File: src/design/json_brace_framer_with_raw_core_assert.svh
// Assertion helpers for the brace framer, sampled on clk_i, off while rst_ni is low.
`ifndef JSON_BRACE_FRAMER_WITH_RAW_CORE_ASSERT_SVH
`define JSON_BRACE_FRAMER_WITH_RAW_CORE_ASSERT_SVH

// Same-cycle implication.
`define JBF_ASSERT_NOW(lbl, ante, cons) \
  lbl: assert property (@(posedge clk_i) disable iff (!rst_ni) (ante) |-> (cons)) \
    else $error("framer check failed");

// Next-cycle implication.
`define JBF_ASSERT_NEXT(lbl, ante, cons) \
  lbl: assert property (@(posedge clk_i) disable iff (!rst_ni) (ante) |=> (cons)) \
    else $error("framer check failed");

`endif

File: src/design/jbf_pkg.sv
package jbf_pkg;

  localparam int unsigned MAX_DEPTH  = 255;
  localparam int unsigned DEPTH_W    = 8;
  localparam int unsigned LEN_BITS   = 32;
  localparam int unsigned ACC_W      = LEN_BITS + 4;
  localparam int unsigned PREFIX_LEN = 7;
  localparam int unsigned HELD_W     = 3;
  localparam int unsigned CFG_IDX_W  = 2;
  localparam int unsigned CFG_DATA_W = 8;

  // Configuration register indexes
  localparam logic [CFG_IDX_W-1:0] CFG_RAW_ENABLE = 2'd0;
  localparam logic [CFG_IDX_W-1:0] CFG_SKIP_AFTER = 2'd1;

  // Result kinds
  localparam logic [1:0] KIND_OBJECT  = 2'd0;
  localparam logic [1:0] KIND_HEADER  = 2'd1;
  localparam logic [1:0] KIND_PAYLOAD = 2'd2;
  localparam logic [1:0] KIND_STATUS  = 2'd3;

  // Error codes
  localparam logic [1:0] ERR_NONE     = 2'd0;
  localparam logic [1:0] ERR_UNBAL    = 2'd1;
  localparam logic [1:0] ERR_BAD_LEN  = 2'd2;
  localparam logic [1:0] ERR_OVERFLOW = 2'd3;

  // Stream characters
  localparam logic [7:0] CH_OPEN   = 8'h7B;
  localparam logic [7:0] CH_CLOSE  = 8'h7D;
  localparam logic [7:0] CH_BSLASH = 8'h5C;
  localparam logic [7:0] CH_SPACE  = 8'h20;
  localparam logic [7:0] CH_TAB    = 8'h09;
  localparam logic [7:0] CH_QUOTE  = 8'h22;
  localparam logic [7:0] CH_ZERO   = 8'h30;
  localparam logic [7:0] CH_NINE   = 8'h39;

  // Raw header prefix: {"RAW":
  localparam logic [7:0] RAW_TAG [PREFIX_LEN] = '{8'h7B, 8'h22, 8'h52, 8'h41, 8'h57, 8'h22, 8'h3A};

  typedef struct packed {
    logic [7:0] out_byte;
    logic [1:0] out_kind;
    logic       frame_end;
    logic [1:0] error_code;
  } res_t;

endpackage

File: src/design/jbf_in_if.sv
interface jbf_in_if;
  logic       valid;
  logic       ready;
  logic [7:0] in_byte;

  modport source (output valid, output in_byte, input ready);
  modport sink   (input valid, input in_byte, output ready);
endinterface

File: src/design/jbf_out_if.sv
interface jbf_out_if;
  logic       valid;
  logic       ready;
  logic [7:0] out_byte;
  logic [1:0] out_kind;
  logic       frame_end;
  logic [1:0] error_code;

  modport source (output valid, output out_byte, output out_kind, output frame_end,
                  output error_code, input ready);
  modport sink   (input valid, input out_byte, input out_kind, input frame_end,
                  input error_code, output ready);
endinterface

File: src/design/jbf_cfg_if.sv
interface jbf_cfg_if;
  logic                            valid;
  logic                            ready;
  logic [jbf_pkg::CFG_IDX_W-1:0]   index;
  logic [jbf_pkg::CFG_DATA_W-1:0]  data;

  modport source (output valid, output index, output data, input ready);
  modport sink   (input valid, input index, input data, output ready);
endinterface

File: src/design/json_brace_framer_with_raw_core.sv
// JSON brace framer with raw payload headers. Takes one stream byte per request on in_i
// and frames JSON objects by counting braces not preceded by a backslash (the escape
// check looks at the previous byte, whatever mode it arrived in). Bytes outside an
// object are dropped; a stray close brace gives a status-only result with error 1, and an
// open brace at depth 255 gives error 3 and drops the object. The first seven bytes of
// an object are held; when the seventh arrives (or the object closes earlier) they are
// released as a burst, tagged as raw header bytes if they read {"RAW": and raw_enable is
// set. A header's decimal value (saturated to 32 bits) sets how many payload bytes
// follow; a header with no digits ends with error 2. With skip_after_payload set, one
// byte after a payload (or after a zero-length header) is dropped. Rate: one byte is
// taken per cycle while no burst runs and the output queue has room, and at most one
// result leaves per cycle; during a prefix release in_i.ready stays low while the
// burst sequencer walks the prefix buffer. Results pass through a two-entry output
// queue, so a byte is still taken while a result waits on out_o. cfg_i is always ready;
// write it only while the framer is idle.
module json_brace_framer_with_raw_core (
  input  logic            clk_i,
  input  logic            rst_ni,
  jbf_in_if.sink          in_i,
  jbf_out_if.source       out_o,
  jbf_cfg_if.sink         cfg_i
);

  localparam logic [1:0] MODE_IDLE    = 2'd0;
  localparam logic [1:0] MODE_OBJECT  = 2'd1;
  localparam logic [1:0] MODE_PAYLOAD = 2'd2;
  localparam logic [1:0] MODE_SKIP    = 2'd3;

  // Length parse phases
  localparam logic [1:0] LP_BEFORE   = 2'd0;
  localparam logic [1:0] LP_DIGITS   = 2'd1;
  localparam logic [1:0] LP_NONE     = 2'd2;
  localparam logic [1:0] LP_DONE     = 2'd3;

  localparam int unsigned DW = jbf_pkg::DEPTH_W;
  localparam int unsigned LW = jbf_pkg::LEN_BITS;
  localparam int unsigned AW = jbf_pkg::ACC_W;
  localparam int unsigned HW = jbf_pkg::HELD_W;
  localparam int unsigned PL = jbf_pkg::PREFIX_LEN;

  // ---------------------------------------------------------------------------
  // Configuration registers
  // ---------------------------------------------------------------------------
  logic raw_en_q, skip_q;

  assign cfg_i.ready = 1'b1;

  always_ff @(posedge clk_i or negedge rst_ni) begin
    if (!rst_ni) begin
      raw_en_q <= 1'b1;
      skip_q   <= 1'b1;
    end else if (cfg_i.valid) begin
      unique case (cfg_i.index)
        jbf_pkg::CFG_RAW_ENABLE: raw_en_q <= cfg_i.data[0];
        jbf_pkg::CFG_SKIP_AFTER: skip_q   <= cfg_i.data[0];
        default: ;  // unmapped index, ignore
      endcase
    end
  end

  // ---------------------------------------------------------------------------
  // Framer state
  // ---------------------------------------------------------------------------
  logic [1:0]    mode_q, mode_d;
  logic [DW-1:0] depth_q, depth_d;
  logic [7:0]    prev_q;
  logic [7:0]    hold_q [PL];
  logic [HW-1:0] held_q, held_d;
  logic          raw_q, raw_d;
  logic [LW-1:0] acc_q, acc_d;
  logic [LW-1:0] left_q, left_d;
  logic [1:0]    phase_q, phase_d;

  // Burst sequencer over the prefix buffer
  logic [HW-1:0] burst_cnt_q, burst_idx_q;
  logic          burst_raw_q, burst_end_q;
  logic [1:0]    burst_err_q;

  // Output queue
  jbf_pkg::res_t fifo_q [2];
  logic          wr_q, rd_q;
  logic [1:0]    fcnt_q;

  logic in_acc, out_pop, room, push, burst_act, burst_last;
  jbf_pkg::res_t push_res, burst_res;

  assign burst_act  = (burst_cnt_q != '0);
  assign out_pop    = out_o.valid && out_o.ready;
  assign room       = (fcnt_q != 2'd2) || out_pop;
  assign in_i.ready = !burst_act && room;
  assign in_acc     = in_i.valid && in_i.ready;

  // ---------------------------------------------------------------------------
  // Per-byte decode
  // ---------------------------------------------------------------------------
  logic [7:0]    b;
  logic          esc, is_open, is_close, digit, blank;
  logic [AW-1:0] acc_sum;
  logic [LW-1:0] acc_sat, acc_p;
  logic [1:0]    phase_p;

  assign b        = in_i.in_byte;
  assign esc      = (prev_q == jbf_pkg::CH_BSLASH);
  assign is_open  = (b == jbf_pkg::CH_OPEN) && !esc;
  assign is_close = (b == jbf_pkg::CH_CLOSE) && !esc;
  assign digit    = (b >= jbf_pkg::CH_ZERO) && (b <= jbf_pkg::CH_NINE);
  assign blank    = (b == jbf_pkg::CH_SPACE) || (b == jbf_pkg::CH_TAB) ||
                    (b == jbf_pkg::CH_QUOTE);

  // acc * 10 + digit as (acc << 3) + (acc << 1) + digit, saturated
  assign acc_sum = AW'({acc_q, 3'b000}) + AW'({acc_q, 1'b0}) + AW'(b[3:0]);
  assign acc_sat = (acc_sum[AW-1:LW] != '0) ? '1 : acc_sum[LW-1:0];

  always_comb begin
    phase_p = phase_q;
    acc_p   = acc_q;
    case (phase_q)
      LP_BEFORE: begin
        if (digit) begin
          phase_p = LP_DIGITS;
          acc_p   = acc_sat;
        end else if (!blank) begin
          phase_p = LP_NONE;
        end
      end
      LP_DIGITS: begin
        if (digit) acc_p = acc_sat;
        else phase_p = LP_DONE;
      end
      default: ;  // value already ended
    endcase
  end

  logic          match;
  logic          hold_we;
  logic          single_v;
  jbf_pkg::res_t single;
  logic          burst_load, burst_raw, burst_end;
  logic [1:0]    burst_err;
  logic [HW-1:0] burst_n;
  logic [DW-1:0] depth_n;
  logic          raw_n, closed;
  logic [LW-1:0] acc_n;
  logic [1:0]    phase_n, after_mode;

  // Raw tag: six held bytes plus the seventh arriving now
  always_comb begin
    match = raw_en_q && (b == jbf_pkg::RAW_TAG[PL-1]);
    for (int i = 0; i < PL - 1; i++) begin
      if (hold_q[i] != jbf_pkg::RAW_TAG[i]) match = 1'b0;
    end
  end

  assign after_mode = skip_q ? MODE_SKIP : MODE_IDLE;

  always_comb begin
    mode_d     = mode_q;
    depth_d    = depth_q;
    held_d     = held_q;
    raw_d      = raw_q;
    acc_d      = acc_q;
    left_d     = left_q;
    phase_d    = phase_q;
    hold_we    = 1'b0;
    single_v   = 1'b0;
    single     = '0;
    burst_load = 1'b0;
    burst_n    = '0;
    burst_raw  = 1'b0;
    burst_end  = 1'b0;
    burst_err  = jbf_pkg::ERR_NONE;
    depth_n    = depth_q;
    raw_n      = raw_q;
    acc_n      = acc_q;
    phase_n    = phase_q;
    closed     = 1'b0;

    unique case (mode_q)
      MODE_IDLE: begin
        if (is_open) begin
          // start an object: first byte goes to the prefix buffer
          mode_d  = MODE_OBJECT;
          depth_d = DW'(1);
          held_d  = HW'(1);
          hold_we = 1'b1;
          raw_d   = 1'b0;
          acc_d   = '0;
          left_d  = '0;
          phase_d = LP_BEFORE;
        end else if (is_close) begin
          single_v          = 1'b1;
          single.out_kind   = jbf_pkg::KIND_STATUS;
          single.error_code = jbf_pkg::ERR_UNBAL;
          depth_d = '0;
          held_d  = '0;
          raw_d   = 1'b0;
          acc_d   = '0;
          left_d  = '0;
          phase_d = LP_BEFORE;
        end
      end

      MODE_SKIP: mode_d = MODE_IDLE;  // drop the separator

      MODE_PAYLOAD: begin
        single_v          = 1'b1;
        single.out_byte   = b;
        single.out_kind   = jbf_pkg::KIND_PAYLOAD;
        single.frame_end  = (left_q <= LW'(1));
        if (left_q <= LW'(1)) begin
          left_d = '0;
          mode_d = after_mode;
        end else begin
          left_d = left_q - LW'(1);
        end
      end

      MODE_OBJECT: begin
        if (is_open && (depth_q >= DW'(jbf_pkg::MAX_DEPTH))) begin
          // overflow: report and drop whatever is still held
          single_v          = 1'b1;
          single.out_kind   = jbf_pkg::KIND_STATUS;
          single.error_code = jbf_pkg::ERR_OVERFLOW;
          mode_d  = MODE_IDLE;
          depth_d = '0;
          held_d  = '0;
          raw_d   = 1'b0;
          acc_d   = '0;
          left_d  = '0;
          phase_d = LP_BEFORE;
        end else begin
          if (is_open) depth_n = depth_q + DW'(1);
          else if (is_close && (depth_q != '0)) depth_n = depth_q - DW'(1);
          closed = (depth_n == '0);

          if (held_q < HW'(PL)) begin
            hold_we = 1'b1;
            held_d  = held_q + HW'(1);
            if (held_q == HW'(PL - 1)) begin
              raw_n      = match;
              burst_load = 1'b1;
              burst_n    = HW'(PL);
            end else if (closed) begin
              burst_load = 1'b1;
              burst_n    = held_q + HW'(1);
            end
            burst_raw = raw_n;
            burst_end = closed;
          end else begin
            if (raw_q) begin
              acc_n   = acc_p;
              phase_n = phase_p;
            end
            single_v         = 1'b1;
            single.out_byte  = b;
            single.out_kind  = {1'b0, raw_q};
            single.frame_end = closed;
          end

          if (closed) begin
            mode_d = MODE_IDLE;
            if (raw_n) begin
              if ((phase_n == LP_DIGITS) || (phase_n == LP_DONE)) begin
                left_d = acc_n;
                mode_d = (acc_n != '0) ? MODE_PAYLOAD : after_mode;
              end else begin
                // header without digits: flag its closing byte
                single.error_code = jbf_pkg::ERR_BAD_LEN;
                burst_err         = jbf_pkg::ERR_BAD_LEN;
              end
            end
            depth_d = '0;
            held_d  = '0;
            raw_d   = 1'b0;
            acc_d   = '0;
            phase_d = LP_BEFORE;
          end else begin
            depth_d = depth_n;
            raw_d   = raw_n;
            acc_d   = acc_n;
            phase_d = phase_n;
          end
        end
      end
    endcase
  end

  always_ff @(posedge clk_i or negedge rst_ni) begin
    if (!rst_ni) begin
      mode_q  <= MODE_IDLE;
      depth_q <= '0;
      prev_q  <= '0;
      held_q  <= '0;
      raw_q   <= 1'b0;
      acc_q   <= '0;
      left_q  <= '0;
      phase_q <= LP_BEFORE;
    end else if (in_acc) begin
      mode_q  <= mode_d;
      depth_q <= depth_d;
      prev_q  <= b;
      held_q  <= held_d;
      raw_q   <= raw_d;
      acc_q   <= acc_d;
      left_q  <= left_d;
      phase_q <= phase_d;
    end
  end

  // Prefix buffer; no reset, an entry is always written before the burst reads it
  always_ff @(posedge clk_i) begin
    if (in_acc && hold_we) hold_q[held_q] <= b;
  end

  // ---------------------------------------------------------------------------
  // Burst sequencer: while the output queue has room, release held bytes one per cycle
  // ---------------------------------------------------------------------------
  assign burst_last = (burst_idx_q == burst_cnt_q - HW'(1));

  always_comb begin
    burst_res            = '0;
    burst_res.out_byte   = hold_q[burst_idx_q];
    burst_res.out_kind   = {1'b0, burst_raw_q};
    burst_res.frame_end  = burst_last && burst_end_q;
    burst_res.error_code = burst_last ? burst_err_q : jbf_pkg::ERR_NONE;
  end

  always_ff @(posedge clk_i or negedge rst_ni) begin
    if (!rst_ni) begin
      burst_cnt_q <= '0;
      burst_idx_q <= '0;
      burst_raw_q <= 1'b0;
      burst_end_q <= 1'b0;
      burst_err_q <= jbf_pkg::ERR_NONE;
    end else if (burst_act) begin
      if (room) begin
        if (burst_last) begin
          burst_cnt_q <= '0;
          burst_idx_q <= '0;
        end else begin
          burst_idx_q <= burst_idx_q + HW'(1);
        end
      end
    end else if (in_acc && burst_load) begin
      burst_cnt_q <= burst_n;
      burst_idx_q <= '0;
      burst_raw_q <= burst_raw;
      burst_end_q <= burst_end;
      burst_err_q <= burst_err;
    end
  end

  // ---------------------------------------------------------------------------
  // Output queue: burst bytes first, else the result of this cycle's request
  // ---------------------------------------------------------------------------
  assign push     = burst_act ? room : (in_acc && single_v);
  assign push_res = burst_act ? burst_res : single;

  always_ff @(posedge clk_i) begin
    if (push) fifo_q[wr_q] <= push_res;
  end

  always_ff @(posedge clk_i or negedge rst_ni) begin
    if (!rst_ni) begin
      wr_q   <= 1'b0;
      rd_q   <= 1'b0;
      fcnt_q <= '0;
    end else begin
      if (push) wr_q <= ~wr_q;
      if (out_pop) rd_q <= ~rd_q;
      if (push && !out_pop) fcnt_q <= fcnt_q + 2'd1;
      else if (!push && out_pop) fcnt_q <= fcnt_q - 2'd1;
    end
  end

  assign out_o.valid      = (fcnt_q != '0);
  assign out_o.out_byte   = fifo_q[rd_q].out_byte;
  assign out_o.out_kind   = fifo_q[rd_q].out_kind;
  assign out_o.frame_end  = fifo_q[rd_q].frame_end;
  assign out_o.error_code = fifo_q[rd_q].error_code;

  // ---------------------------------------------------------------------------
  // Checks
  // ---------------------------------------------------------------------------
`include "json_brace_framer_with_raw_core_assert.svh"

  `JBF_ASSERT_NOW(a_queue_bound, 1'b1, fcnt_q != 2'd3)
  `JBF_ASSERT_NOW(a_no_take_in_burst, burst_act, !in_i.ready)
  `JBF_ASSERT_NOW(a_payload_nonzero, mode_q == MODE_PAYLOAD, left_q != '0)
  `JBF_ASSERT_NOW(a_status_clean,
                  out_o.valid && (out_o.out_kind == jbf_pkg::KIND_STATUS),
                  (out_o.out_byte == '0) && !out_o.frame_end)
  `JBF_ASSERT_NEXT(a_burst_starts, in_acc && burst_load, burst_act)

endmodule

File: src/flat_wrapper.sv
// flat-port wrapper written by rule: the top's interface ports become plain ports
module json_brace_framer_with_raw_core_flat 
  (clk_i, rst_ni, in_i_valid, in_i_in_byte, in_i_ready, out_o_valid, out_o_out_byte, out_o_out_kind, out_o_frame_end, out_o_error_code, out_o_ready, cfg_i_valid, cfg_i_index, cfg_i_data, cfg_i_ready);
  jbf_in_if in_i_i ();
  jbf_out_if out_o_i ();
  jbf_cfg_if cfg_i_i ();
  input  logic clk_i;
  input  logic rst_ni;
  input wire logic [$bits(in_i_i.valid)-1:0] in_i_valid;
  input wire logic [$bits(in_i_i.in_byte)-1:0] in_i_in_byte;
  output wire logic [$bits(in_i_i.ready)-1:0] in_i_ready;
  output wire logic [$bits(out_o_i.valid)-1:0] out_o_valid;
  output wire logic [$bits(out_o_i.out_byte)-1:0] out_o_out_byte;
  output wire logic [$bits(out_o_i.out_kind)-1:0] out_o_out_kind;
  output wire logic [$bits(out_o_i.frame_end)-1:0] out_o_frame_end;
  output wire logic [$bits(out_o_i.error_code)-1:0] out_o_error_code;
  input wire logic [$bits(out_o_i.ready)-1:0] out_o_ready;
  input wire logic [$bits(cfg_i_i.valid)-1:0] cfg_i_valid;
  input wire logic [$bits(cfg_i_i.index)-1:0] cfg_i_index;
  input wire logic [$bits(cfg_i_i.data)-1:0] cfg_i_data;
  output wire logic [$bits(cfg_i_i.ready)-1:0] cfg_i_ready;
  assign in_i_i.valid = in_i_valid;
  assign in_i_i.in_byte = in_i_in_byte;
  assign in_i_ready = in_i_i.ready;
  assign out_o_valid = out_o_i.valid;
  assign out_o_out_byte = out_o_i.out_byte;
  assign out_o_out_kind = out_o_i.out_kind;
  assign out_o_frame_end = out_o_i.frame_end;
  assign out_o_error_code = out_o_i.error_code;
  assign out_o_i.ready = out_o_ready;
  assign cfg_i_i.valid = cfg_i_valid;
  assign cfg_i_i.index = cfg_i_index;
  assign cfg_i_i.data = cfg_i_data;
  assign cfg_i_ready = cfg_i_i.ready;
  json_brace_framer_with_raw_core u_core (.clk_i(clk_i), .rst_ni(rst_ni), .in_i(in_i_i), .out_o(out_o_i), .cfg_i(cfg_i_i));
endmodule
File: config.mk
export PLATFORM = sky130hd
export DESIGN_NAME = json_brace_framer_with_raw_core_flat
export DESIGN_NICKNAME = d
export VERILOG_FILES = /design/src/design/jbf_pkg.sv /design/src/design/jbf_in_if.sv /design/src/design/jbf_out_if.sv /design/src/design/jbf_cfg_if.sv /design/src/design/json_brace_framer_with_raw_core.sv /design/src/flat_wrapper.sv
export VERILOG_INCLUDE_DIRS = /design/src /design/src/design
export SDC_FILE = /design/constraint.sdc
export NUM_CORES = 1
export LEC_CHECK = 0
export ABC_AREA = 1
export BUFFER_PORTS_ARGS = -buffer_cell sky130_fd_sc_hd__buf_2
export CAP_MARGIN = 30
export CELL_PAD_IN_SITES_DETAIL_PLACEMENT = 1
export CELL_PAD_IN_SITES_GLOBAL_PLACEMENT = 2
export CORE_MARGIN = 4
export CORE_UTILIZATION = 38
export DETAILED_ROUTE_END_ITERATION = 12
export GPL_ROUTABILITY_DRIVEN = 0
export PLACE_DENSITY = 0.84
export SLEW_MARGIN = 40
export SYNTH_ARGS = -nofsm -noshare
export SYNTH_HDL_FRONTEND = slang
export SYNTH_SLANG_ARGS = --single-unit
File: constraint.sdc
create_clock -name clk_i -period 4.6 [get_ports clk_i]
set_clock_uncertainty 0.1 [all_clocks]
set_input_delay 0.46 -clock clk_i [delete_from_list [all_inputs] [get_ports clk_i]]
set_output_delay 0.46 -clock clk_i [all_outputs]
set_load 0.02 [all_outputs]
==> results of run 1 <==
-- layout make-up --
class,count,area share (%)
Multi-Input combinational cell,1256,46.5
Clock inverter,11,0.667
Sequential cell,193,36.6
Timing Repair Buffer,64,2.98
Tap cell,448,3.88
Clock buffer,21,3.12
Inverter,240,6.24
-- power by group --
part	switching [µW]	leakage (µW)	internal [µW]
clock	704	0.000262	722
sequential	409	0.00221	2280
combinational	3430	0.00473	1650
total	4540	0.00720	4650
-- metal layers --
metal  up-vias  track usage [%]  share of wire, %
met4         0             8.20               3.5
li1       5787                -                 -
met1      5615             26.3                43
met5         -                0                 0
met3        66             2.94               2.2
met2       162             39.9                52
-- worst reg2reg max path, cell delays in order, from the launching register on --
cell     delay (ns)
dfrtp_1        0.43
fa_1           0.56
inv_1          0.07
fa_1           0.45
inv_1          0.07
nand2_1        0.04
nand2_1        0.13
nand3_1        0.10
nand2_2        0.12
nand2_1        0.07
nand2_2        0.11
nand2_1        0.08
nand3_1        0.07
nand2_1        0.10
nor2_4         0.31
buf_4          0.26
nand4_1        0.10
nand2_1        0.12
nand2_1        0.08
nor2_1         0.13
nand2_1        0.08
nor2_2         0.22
nand3_1        0.11
nand2_1        0.07
nand2_1        0.04
-- state kept, by name, indices dropped and copies added, names as in the netlist, 2 cells and up --
| signal | flops |
|---|---|
| u_core.burst_idx_q | 3 |
| u_core.burst_cnt_q | 3 |
| u_core.depth_q | 8 |
| u_core.fcnt_q | 2 |
| u_core.prev_q | 8 |
| u_core.held_q | 3 |
| u_core.mode_q | 2 |
| u_core.acc_q | 32 |
| u_core.left_q | 32 |
| u_core.phase_q | 2 |
| u_core.hold_q | 64 |
| u_core.fifo_q | 26 |
-- what timing repair did --
action,in CTS,in global routing
hold buffers,1,0
setup buffers,0,3
endpoints found under the hold margin,26,0
setup endpoints to repair,0,1
-- placed cells by master (no fill, tap or decap), types with 10 or more instances in the layout --
master,instances
a21oi_1,61
buf_2,29
buf_4,32
clkbuf_16,17
dfrtp_1,100
edfxtp_1,90
ha_1,78
inv_1,225
inv_2,14
nand2_1,523
nand2_2,14
nand3_1,45
nand4_1,42
nor2_1,153
nor3_1,26
nor4_1,10
o211ai_1,17
o21ai_0,86
o21ai_1,11
o22ai_1,60
xnor2_1,21
xor2_1,31
-- logic make-up after synthesis --
family | count (synthesis)
and+or+nand+nor | 853
buffers and inverters | 285
AOI/OAI and AO/OA | 269
DFF | 193
adders and majority gates | 80
xor gates and xnor gates | 52
other | 1
muxes | 1
-- final timing paths --
check                                  from               end  slack (ns)
max                         u_core.acc_q[0]  u_core.mode_q[1]        0.45
min                             cfg_i_valid   u_core.raw_en_q        0.09
max reg2reg                 u_core.acc_q[0]  u_core.mode_q[1]        0.45
min reg2reg                u_core.prev_q[5]  u_core.prev_q[5]        0.39
max in group asynchronous            rst_ni  u_core.acc_q[24]        2.94
min in group asynchronous            rst_ni  u_core.prev_q[7]        0.39
-- through the flow --
| step | utilization [%] | hold WS, ns | setup slack [ns] | cell area, µm² |
|---|---|---|---|---|
| final | 42.7 | 0.0857 | 0.451 | 14400 |
| after global routing | 42.7 | 0.0762 | 0.0280 | 14400 |
| after CTS | 42.6 | 0.0742 | 0.415 | 14400 |
| after detailed placement | 40.9 | 0.337 | 0.271 | 13800 |
| after global placement | 40.9 | 0.332 | 0.287 | 13800 |
| after floorplan | - | 0.0644 | 1.22 | 13100 |
==> impl_metrics.py, run 1 <==
metrics = {
    "routing": {
        "wl_per_cell_um": 18.2,
        "via_per_inst": 5.21,
        "first_iter_violations": 558,
        "drtPass1Iterations": 7,
        "ant_nets": 0,
        "routed-via-count": 11600,
        "totalWireLength_um": 40700,
        "drc": 0,
    },
    "worst_setup_path": {
        "critPathArrivalTime_ns": 4.40,
        "required_ns": 4.85,
        "slowest_delay_ns": 0.56,
        "critPathSlowestCell": "fa_1",
        "r2r_cells": 24,
        "critPathKind": "flop to flop",
        "crit_buf_inv": 3,
        "cp-start-kind": "flop",
        "crit_chain": "fa_1, inv_1, fa_1, inv_1, nand2_1, nand2_1, nand3_1, nand2_2, nand2_1, nand2_2, nand2_1, nand3_1, nand2_1, nor2_4, buf_4, nand4_1, nand2_1, nand2_1, nor2_1, nand2_1, nor2_2, nand3_1, nand2_1, nand2_1",
        "cp_max_fo": 12,
        "crit_path_frequent_cell": "nand2_1",
        "worst-path-stages": 24,
        "path_delay_family": "simple AND/OR/NAND/NOR gates",
        "worst_setup_path_end_kind": "flop",
    },
    "floorplanning": {
        "die_h_um": 194,
        "die-area_um2": 37600,
        "row_count": 67,
        "initial_utilization_pct": 38.8,
        "core_region_area_um2": 33800,
        "die_width_um": 194,
        "io-pin-count": 39,
    },
    "logic_synthesis": {
        "synth_common_cells": "nand2_1 (523), inv_1 (225), nor2_1 (156)",
        "synth_fa_ha_area_share_pct": 7.74,
        "netlist_top_cells_area": "edfxtp_1 (21%), dfrtp_1 (19%), nand2_1 (15%)",
        "yosysUniqueCellTypes": 55,
        "yosys-mux-area-fraction_pct": 0.0763,
        "synth_ff_type": "dfrtp_1",
        "yosysMostFrequentCell": "nand2_1",
        "yosysTopAreaCellShare_pct": 20.6,
        "synthXorXnorAreaFrac_pct": 3.47,
        "yosysTopAreaCell": "edfxtp_1",
        "synth_seq_cells": 193,
        "synth.avg_cell_area_um2": 7.57,
        "synthCells": 1734,
        "synth-simple-area-share_pct": 27.9,
        "yosysWarnings": 0,
        "syn_nets": 1837,
        "synth_top_family_by_area": "simple AND/OR/NAND/NOR gates",
        "synth_seq_area_share_pct": 40.3,
        "async_flop_share_pct": 53.4,
        "synth_enable_flop_cells": 90,
        "synth_compound_area_share_pct": 11.9,
        "netlist_area_um2": 13100,
    },
    "timing": {
        "fin_crit_sh_pct": 90.2,
        "max_clock_freq_mhz": 241,
        "worst_pin_slew_ns": 0.818,
        "setup_violations": 0,
        "setup_tns_ns": 0,
        "drv_slew": 0,
        "finalCriticalPeriod_ns": 4.15,
        "max_slew_margin_pct": 45.3,
        "rsz0062_at_grt": "no",
        "hold_viol": 0,
    },
    "global_route": {
        "grt_usage_pct": 21.9,
        "grt_overflow": 0,
        "antenna_found_initial": 0,
        "grt_max_degree": 51,
        "grt_pass1_vias": 12500,
        "grt_pass1_wl_um": 66400,
    },
    "clock_network": {
        "cts_resized": 0,
        "clk_latency_ns": 0.45,
        "cts_made_buffers": 17,
        "clkTransAtPathRegs_ns": 0.08,
        "cts.sinks": 193,
        "cts_max_path_buffers": 2,
        "cts_max_level": 4,
        "tritoncts": "done",
        "clockRootBuffer": "clkbuf_16",
    },
    "cells_and_area": {
        "antenna_cells": 0,
        "area_delta_synth_final_pct": 10.1,
        "multi_input_area_um2": 6720,
        "layout.nets": 1875,
        "fillers": 4208,
        "seqCellArea_um2": 5280,
        "drive_gt1_share_pct": 8.63,
        "stdcell_count": 2233,
    },
    "power_and_ir_drop": {
        "powerDensity_nw_per_um2": 636,
        "peakVddDrop_v": 0.000443,
        "p_leak_uw": 0.00720,
        "power_uw": 9190,
    },
    "status": {
        "outcome": "complete, no violations",
    },
    "job": {
        "maxCapViolations": 0,
    },
    "min_path": {
        "hold_path.class": "primary input to flop",
        "holdPathStages": 2,
    },
    "place": {
        "place.detailed.hpwl_um": 31500,
        "placed_cells": 2196,
        "port_buffers": 30,
    },
}
No activity file was read; power rests on OpenSTA's default activity.
==> run 2: changes to the inputs <==
Settings changed: BUFFER_PORTS_ARGS -buffer_cell sky130_fd_sc_hd__buf_2 to default, CORE_UTILIZATION 38 to 39, DONT_BUFFER_PORTS from default to 1.
==> run 2 against run 1 <==
Against the previous run:
- design area down 0.37%
- fmax up 0.34%
- first-iteration DRC count down 11%
- global-route usage up 0.49 points
- via count down 0.95%
- final cell count down 1.5%
- sequential share of layout area up 0.14 points
- combinational power down 2%
- count of clock-buffer cells in the layout down 3
- clock power up 5%
- wire length down 1.7%
- largest power group unchanged
==> impl_metrics.py, run 2 (synthesis gave the netlist of run 1 again) <==
metrics = {
    "routing": {
        "routed-via-count": 11500,
        "wl_per_cell_um": 18.2,
        "drtPass1Iterations": 5,
        "totalWireLength_um": 40000,
        "first_iter_violations": 495,
        "ant_nets": 0,
        "via_per_inst": 5.24,
        "drc": 0,
    },
    "min_path": {
        "min-delay-start": "cfg_i_data[0]",
        "hold_path.class": "primary input to flop",
        "holdPathStages": 2,
        "worstHoldEndpoint": "u_core.raw_en_q",
    },
    "floorplanning": {
        "die-area_um2": 36600,
        "die_width_um": 191,
        "die_h_um": 191,
        "row_count": 66,
        "io-pin-count": 39,
        "core_region_area_um2": 32900,
        "initial_utilization_pct": 39.9,
    },
    "cells_and_area": {
        "layout_commonest_cell": "nand2_1",
        "final_util_pct": 43.8,
        "mostFrequentLayoutCells": "nand2_1 (523), inv_1 (225), nor2_1 (153)",
        "stdcell_count": 2200,
        "regMostFlops": "u_core.hold_q",
        "reg_top3": "u_core.hold_q: 64 flops, u_core.acc_q: 32 flops, u_core.left_q: 32 flops",
        "layout.nets": 1848,
        "largest_reg_flops": 64,
        "drive_gt1_share_pct": 6.77,
        "area_delta_synth_final_pct": 9.65,
        "antenna_cells": 0,
    },
    "clock_network": {
        "cts_resized": 0,
        "clk_latency_ns": 0.45,
        "cts_made_buffers": 17,
        "cts_max_path_buffers": 2,
        "clkTransAtPathRegs_ns": 0.08,
        "cts.sinks": 193,
        "clockRootBuffer": "clkbuf_16",
        "cts_max_level": 4,
        "tritoncts": "done",
    },
    "job": {
        "maxCapViolations": 0,
    },
    "global_route": {
        "grt_max_degree": 104,
        "grt_pass1_vias": 12300,
        "grt_usage_pct": 22.3,
        "antenna_found_initial": 1,
        "grt_pass1_wl_um": 65000,
        "grt_overflow": 0,
    },
    "status": {
        "outcome": "complete, no violations",
    },
    "worst_setup_path": {
        "slowest_delay_ns": 0.57,
        "cp-start-kind": "flop",
        "cp_max_fo": 12,
        "r2r_start": "u_core.acc_q[0]",
        "required_ns": 4.84,
        "critPathArrivalTime_ns": 4.38,
        "reg2reg_to": "u_core.mode_q[1]",
        "critPathKind": "flop to flop",
        "r2r_cells": 24,
        "r2r_slack_ns": 0.46,
        "path_delay_family": "simple AND/OR/NAND/NOR gates",
        "crit_path_frequent_cell": "nand2_1",
        "crit_buf_inv": 3,
        "worst_setup_path_end_kind": "flop",
        "critPathSlowestCell": "fa_1",
        "crit_chain": "fa_1, inv_1, fa_1, inv_1, nand2_1, nand2_1, nand3_1, nand2_2, nand2_1, nand2_2, nand2_1, nand3_1, nand2_1, nor2_4, buf_4, nand4_1, nand2_1, nand2_1, nor2_1, nand2_1, nor2_2, nand3_1, nand2_1, nand2_1",
    },
    "power_and_ir_drop": {
        "powerDensity_nw_per_um2": 635,
        "p_leak_uw": 0.00713,
        "power_uw": 9140,
        "peakVddDrop_v": 0.000317,
    },
    "timing": {
        "max_slew_margin_pct": 47.1,
        "max_clock_freq_mhz": 242,
        "fin_crit_sh_pct": 89.9,
        "setup_tns_ns": 0,
        "hold_viol": 0,
        "rsz0062_at_grt": "no",
        "worst_pin_slew_ns": 0.791,
        "setup_violations": 0,
        "finalCriticalPeriod_ns": 4.14,
        "drv_slew": 0,
    },
    "place": {
        "place.detailed.hpwl_um": 30300,
        "placed_cells": 2155,
        "port_buffers": 0,
    },
}
-- run 2: area by class of cell --
type                    instances  area (µm²)
fillers                      4169       18500
multi-input cells            1256        6710
flip-flops and latches        193        5280
inverters                     240         901
well taps                     442         553
clock buffers                  18         450
repair buffers                 37         348
clock inverters                14         143
-- run 2: metrics by stage --
step	area, µm²	hold WS (ns)	setup WS, ns
finish	14400	0.0535	0.465
global route	14400	0.0410	0.0587
CTS	14300	0.0446	0.390
detailed placement	13600	0.0699	0.367
global placement	13600	0.0707	0.425
floorplan	13100	0.0644	1.22
-- run 2: how the worst max path moves through the flow --
stage	slack, ns	end	depth (start not counted)	from
detailed placement	0.37	u_core.mode_q[1]	24	in_i_in_byte[3]
global route	0.06	u_core.mode_q[0]	23	u_core.acc_q[0]
finish	0.46	u_core.mode_q[1]	24	u_core.acc_q[0]
global placement	0.42	u_core.mode_q[1]	24	in_i_in_byte[3]
floorplan	1.22	u_core.mode_q[1]	23	in_i_in_byte[3]
CTS	0.39	u_core.mode_q[1]	24	u_core.acc_q[0]
-- run 2: timing repair --
item | CTS | global route
hold buffers | 11 | 0
endpoints found under the hold margin | 168 | 0
setup endpoints to repair | 0 | 1
buffers inserted | 0 | 2
-- run 2: routing by layer --
metal  global-route usage, %  wire length [µm]  vias up
met5                       0                 7        -
met1                    28.4             18500     5612
li1                        -                 -     5732
met4                    6.05               701        2
met3                    3.27              1050       43
met2                    39.7             19800      131
-- run 2: power breakdown --
part	switching (µW)	internal, µW	leakage (µW)
clock	747	756	0.000295
combinational	3380	1590	0.00463
sequential	395	2280	0.00221
==> run 3: changes to the inputs <==
Settings changed: PLACE_DENSITY 0.84 to default, PLACE_DENSITY_LB_ADDON from default to 0.1, SLEW_MARGIN 40 to 10.
==> run 3 against run 2 <==
Against the previous run:
- hold slack worse by 0.024 ns
- flip-flop and latch count stayed put
- via count is 1.0% lower
- clock power hardly changed
- largest cell class unchanged
- wire length is 2.7% higher
- critical endpoint is now u_core.mode_q[0]
- register-to-register slack better by 0.02 ns
- critical path type unchanged
- worst setup slack better by 0.020 ns
- die area stayed put
- sequential power hardly changed
==> impl_metrics.py, run 3 (synthesis gave the netlist of run 1 again) <==
metrics = {
    "cells_and_area": {
        "drive_gt1_share_pct": 6.36,
        "multi_input_area_um2": 6700,
        "seqCellArea_um2": 5280,
        "final_util_pct": 43.8,
        "reg_top3": "u_core.hold_q: 64 flops, u_core.acc_q: 32 flops, u_core.left_q: 32 flops",
        "area_delta_synth_final_pct": 9.74,
        "final_cell_area_um2": 14400,
        "layout_commonest_cell": "nand2_1",
        "fillers": 4143,
        "regMostFlops": "u_core.hold_q",
        "layout.nets": 1852,
        "largest_reg_flops": 64,
        "mostFrequentLayoutCells": "nand2_1 (523), inv_1 (225), nor2_1 (155)",
        "antenna_cells": 0,
    },
    "worst_setup_path": {
        "slowest_delay_ns": 0.57,
        "cp-start-kind": "flop",
        "crit_chain": "fa_1, inv_1, fa_1, inv_1, nand2_1, nand2_1, nand3_1, nand2_2, nand2_1, nand2_2, nand2_1, nand3_1, nand2_1, nor2_4, buf_4, nand4_1, nand2_1, nand2_1, nor2_1, nand2_1, nor2_2, nand3_1, a21oi_1",
        "r2r_start": "u_core.acc_q[0]",
        "r2r_slack_ns": 0.49,
        "critPathKind": "flop to flop",
        "worst_setup_path_end_kind": "flop",
        "crit_buf_inv": 3,
        "critPathSlowestCell": "fa_1",
        "cp_max_fo": 13,
        "path_delay_family": "simple AND/OR/NAND/NOR gates",
        "required_ns": 4.86,
        "crit_path_frequent_cell": "nand2_1",
        "critPathArrivalTime_ns": 4.38,
        "r2r_cells": 23,
        "reg2reg_to": "u_core.mode_q[0]",
    },
    "power_and_ir_drop": {
        "power_uw": 9190,
        "powerDensity_nw_per_um2": 639,
        "peakVddDrop_v": 0.000282,
        "p_leak_uw": 0.00713,
    },
    "timing": {
        "max_clock_freq_mhz": 243,
        "rsz0062_at_grt": "no",
        "hold_viol": 0,
        "max_slew_margin_pct": 38.2,
        "finalCriticalPeriod_ns": 4.11,
        "fin_crit_sh_pct": 89.5,
        "setup_violations": 0,
        "worst_pin_slew_ns": 0.924,
        "setup_tns_ns": 0,
        "layout_setup_ws_ns": 0.485,
        "drv_slew": 0,
    },
    "global_route": {
        "grt_pass1_wl_um": 66100,
        "antenna_found_initial": 0,
        "grt_overflow": 0,
        "grt_max_degree": 104,
        "grt_pass1_vias": 12100,
        "grt_usage_pct": 22.9,
    },
    "min_path": {
        "hold_path.class": "primary input to flop",
        "worstHoldEndpoint": "u_core.hold_q[2][2]",
        "holdPathStages": 0,
        "min-delay-start": "in_i_in_byte[2]",
    },
    "clock_network": {
        "cts_max_path_buffers": 2,
        "clockRootBuffer": "clkbuf_16",
        "cts_max_level": 4,
        "cts_made_buffers": 17,
        "tritoncts": "done",
        "cts.sinks": 193,
        "clkTransAtPathRegs_ns": 0.07,
        "clk_latency_ns": 0.45,
    },
    "routing": {
        "first_iter_violations": 579,
        "via_per_inst": 5.17,
        "wl_per_cell_um": 18.6,
        "ant_nets": 0,
        "drtPass1Iterations": 5,
        "drc": 0,
        "totalWireLength_um": 41100,
        "routed-via-count": 11400,
    },
    "place": {
        "place.detailed.hpwl_um": 30800,
        "port_buffers": 0,
        "place_area_um2": 13600,
        "dp_slack_ns": 0.387,
    },
    "floorplanning": {
        "io-pin-count": 39,
        "core_region_area_um2": 32900,
        "initial_utilization_pct": 39.9,
        "die_h_um": 191,
        "die_width_um": 191,
        "row_count": 66,
        "die-area_um2": 36600,
    },
    "job": {
        "maxCapViolations": 0,
    },
    "status": {
        "outcome": "complete, no violations",
    },
}
[run 3: cell types whose count changed in the layout (fill, tap and decap cells not counted), sizes merged]
cell	before	now
bufinv	0	2
inv	247	243
clkinv	7	5
buf	27	26
clkbuf	18	20
dlygate4sd3	10	15
clkinvlp	0	2
[run 3: metrics by stage]
step / cells / hold WS, ns
floorplan: 1734 / 0.0644
global placement: 2149 / 0.0677
detailed placement: 2152 / 0.0678
CTS: 2195 / 0.000305
global route: 2204 / 0.000182
finish: 2204 / 0.0291
[run 3: power by group]
group          internal [µW]  total (µW)  switching (µW)
registers               2280        2660             379
logic                   1560        5040            3480
clock network            820        1500             678
total                   4660        9190            4540
[run 3: per-layer routing]
metal / track usage (%) / routed length (µm)
met4: 4.42 / 465
met2: 41.2 / 20800
met3: 2.52 / 795
met1: 30.0 / 19000
met5: 0 / 0
[run 3: worst max path at each step]
stage / startpoint / depth (start not counted) / to
after floorplan: in_i_in_byte[3] / 23 / u_core.mode_q[1]
after global placement: in_i_in_byte[3] / 24 / u_core.mode_q[1]
after detailed placement: in_i_in_byte[3] / 24 / u_core.mode_q[1]
after CTS: u_core.acc_q[0] / 24 / u_core.mode_q[1]
after global routing: u_core.acc_q[0] / 23 / u_core.mode_q[0]
final: u_core.acc_q[0] / 23 / u_core.mode_q[0]
[run 3: what timing repair did]
action | CTS | global route
resized for setup | 0 | 0
setup buffers | 0 | 3
hold endpoints to repair | 149 | 15
setup endpoints to repair | 0 | 2
hold buffers | 11 | 5
[run 3: final cells by class]
| cell class | count | share of cell area, % |
|---|---|---|
| clock inverter | 12 | 0.912 |
| tap | 442 | 3.84 |
| clock buffer | 20 | 3.10 |
| inverter | 240 | 6.26 |
| timing repair buffer | 41 | 2.64 |
| multi-input combinational | 1256 | 46.6 |
| sequential | 193 | 36.7 |
[run 3: worst reg2reg max path, delay by kind of cell (launching register included)]
| family | cells | cell delay [ns] |
|---|---|---|
| fa+ha+maj | 2 | 1.02 |
| buf+inv | 3 | 0.40 |
| compound gates | 1 | 0.13 |
| flops | 1 | 0.44 |
| simple gates | 17 | 1.94 |
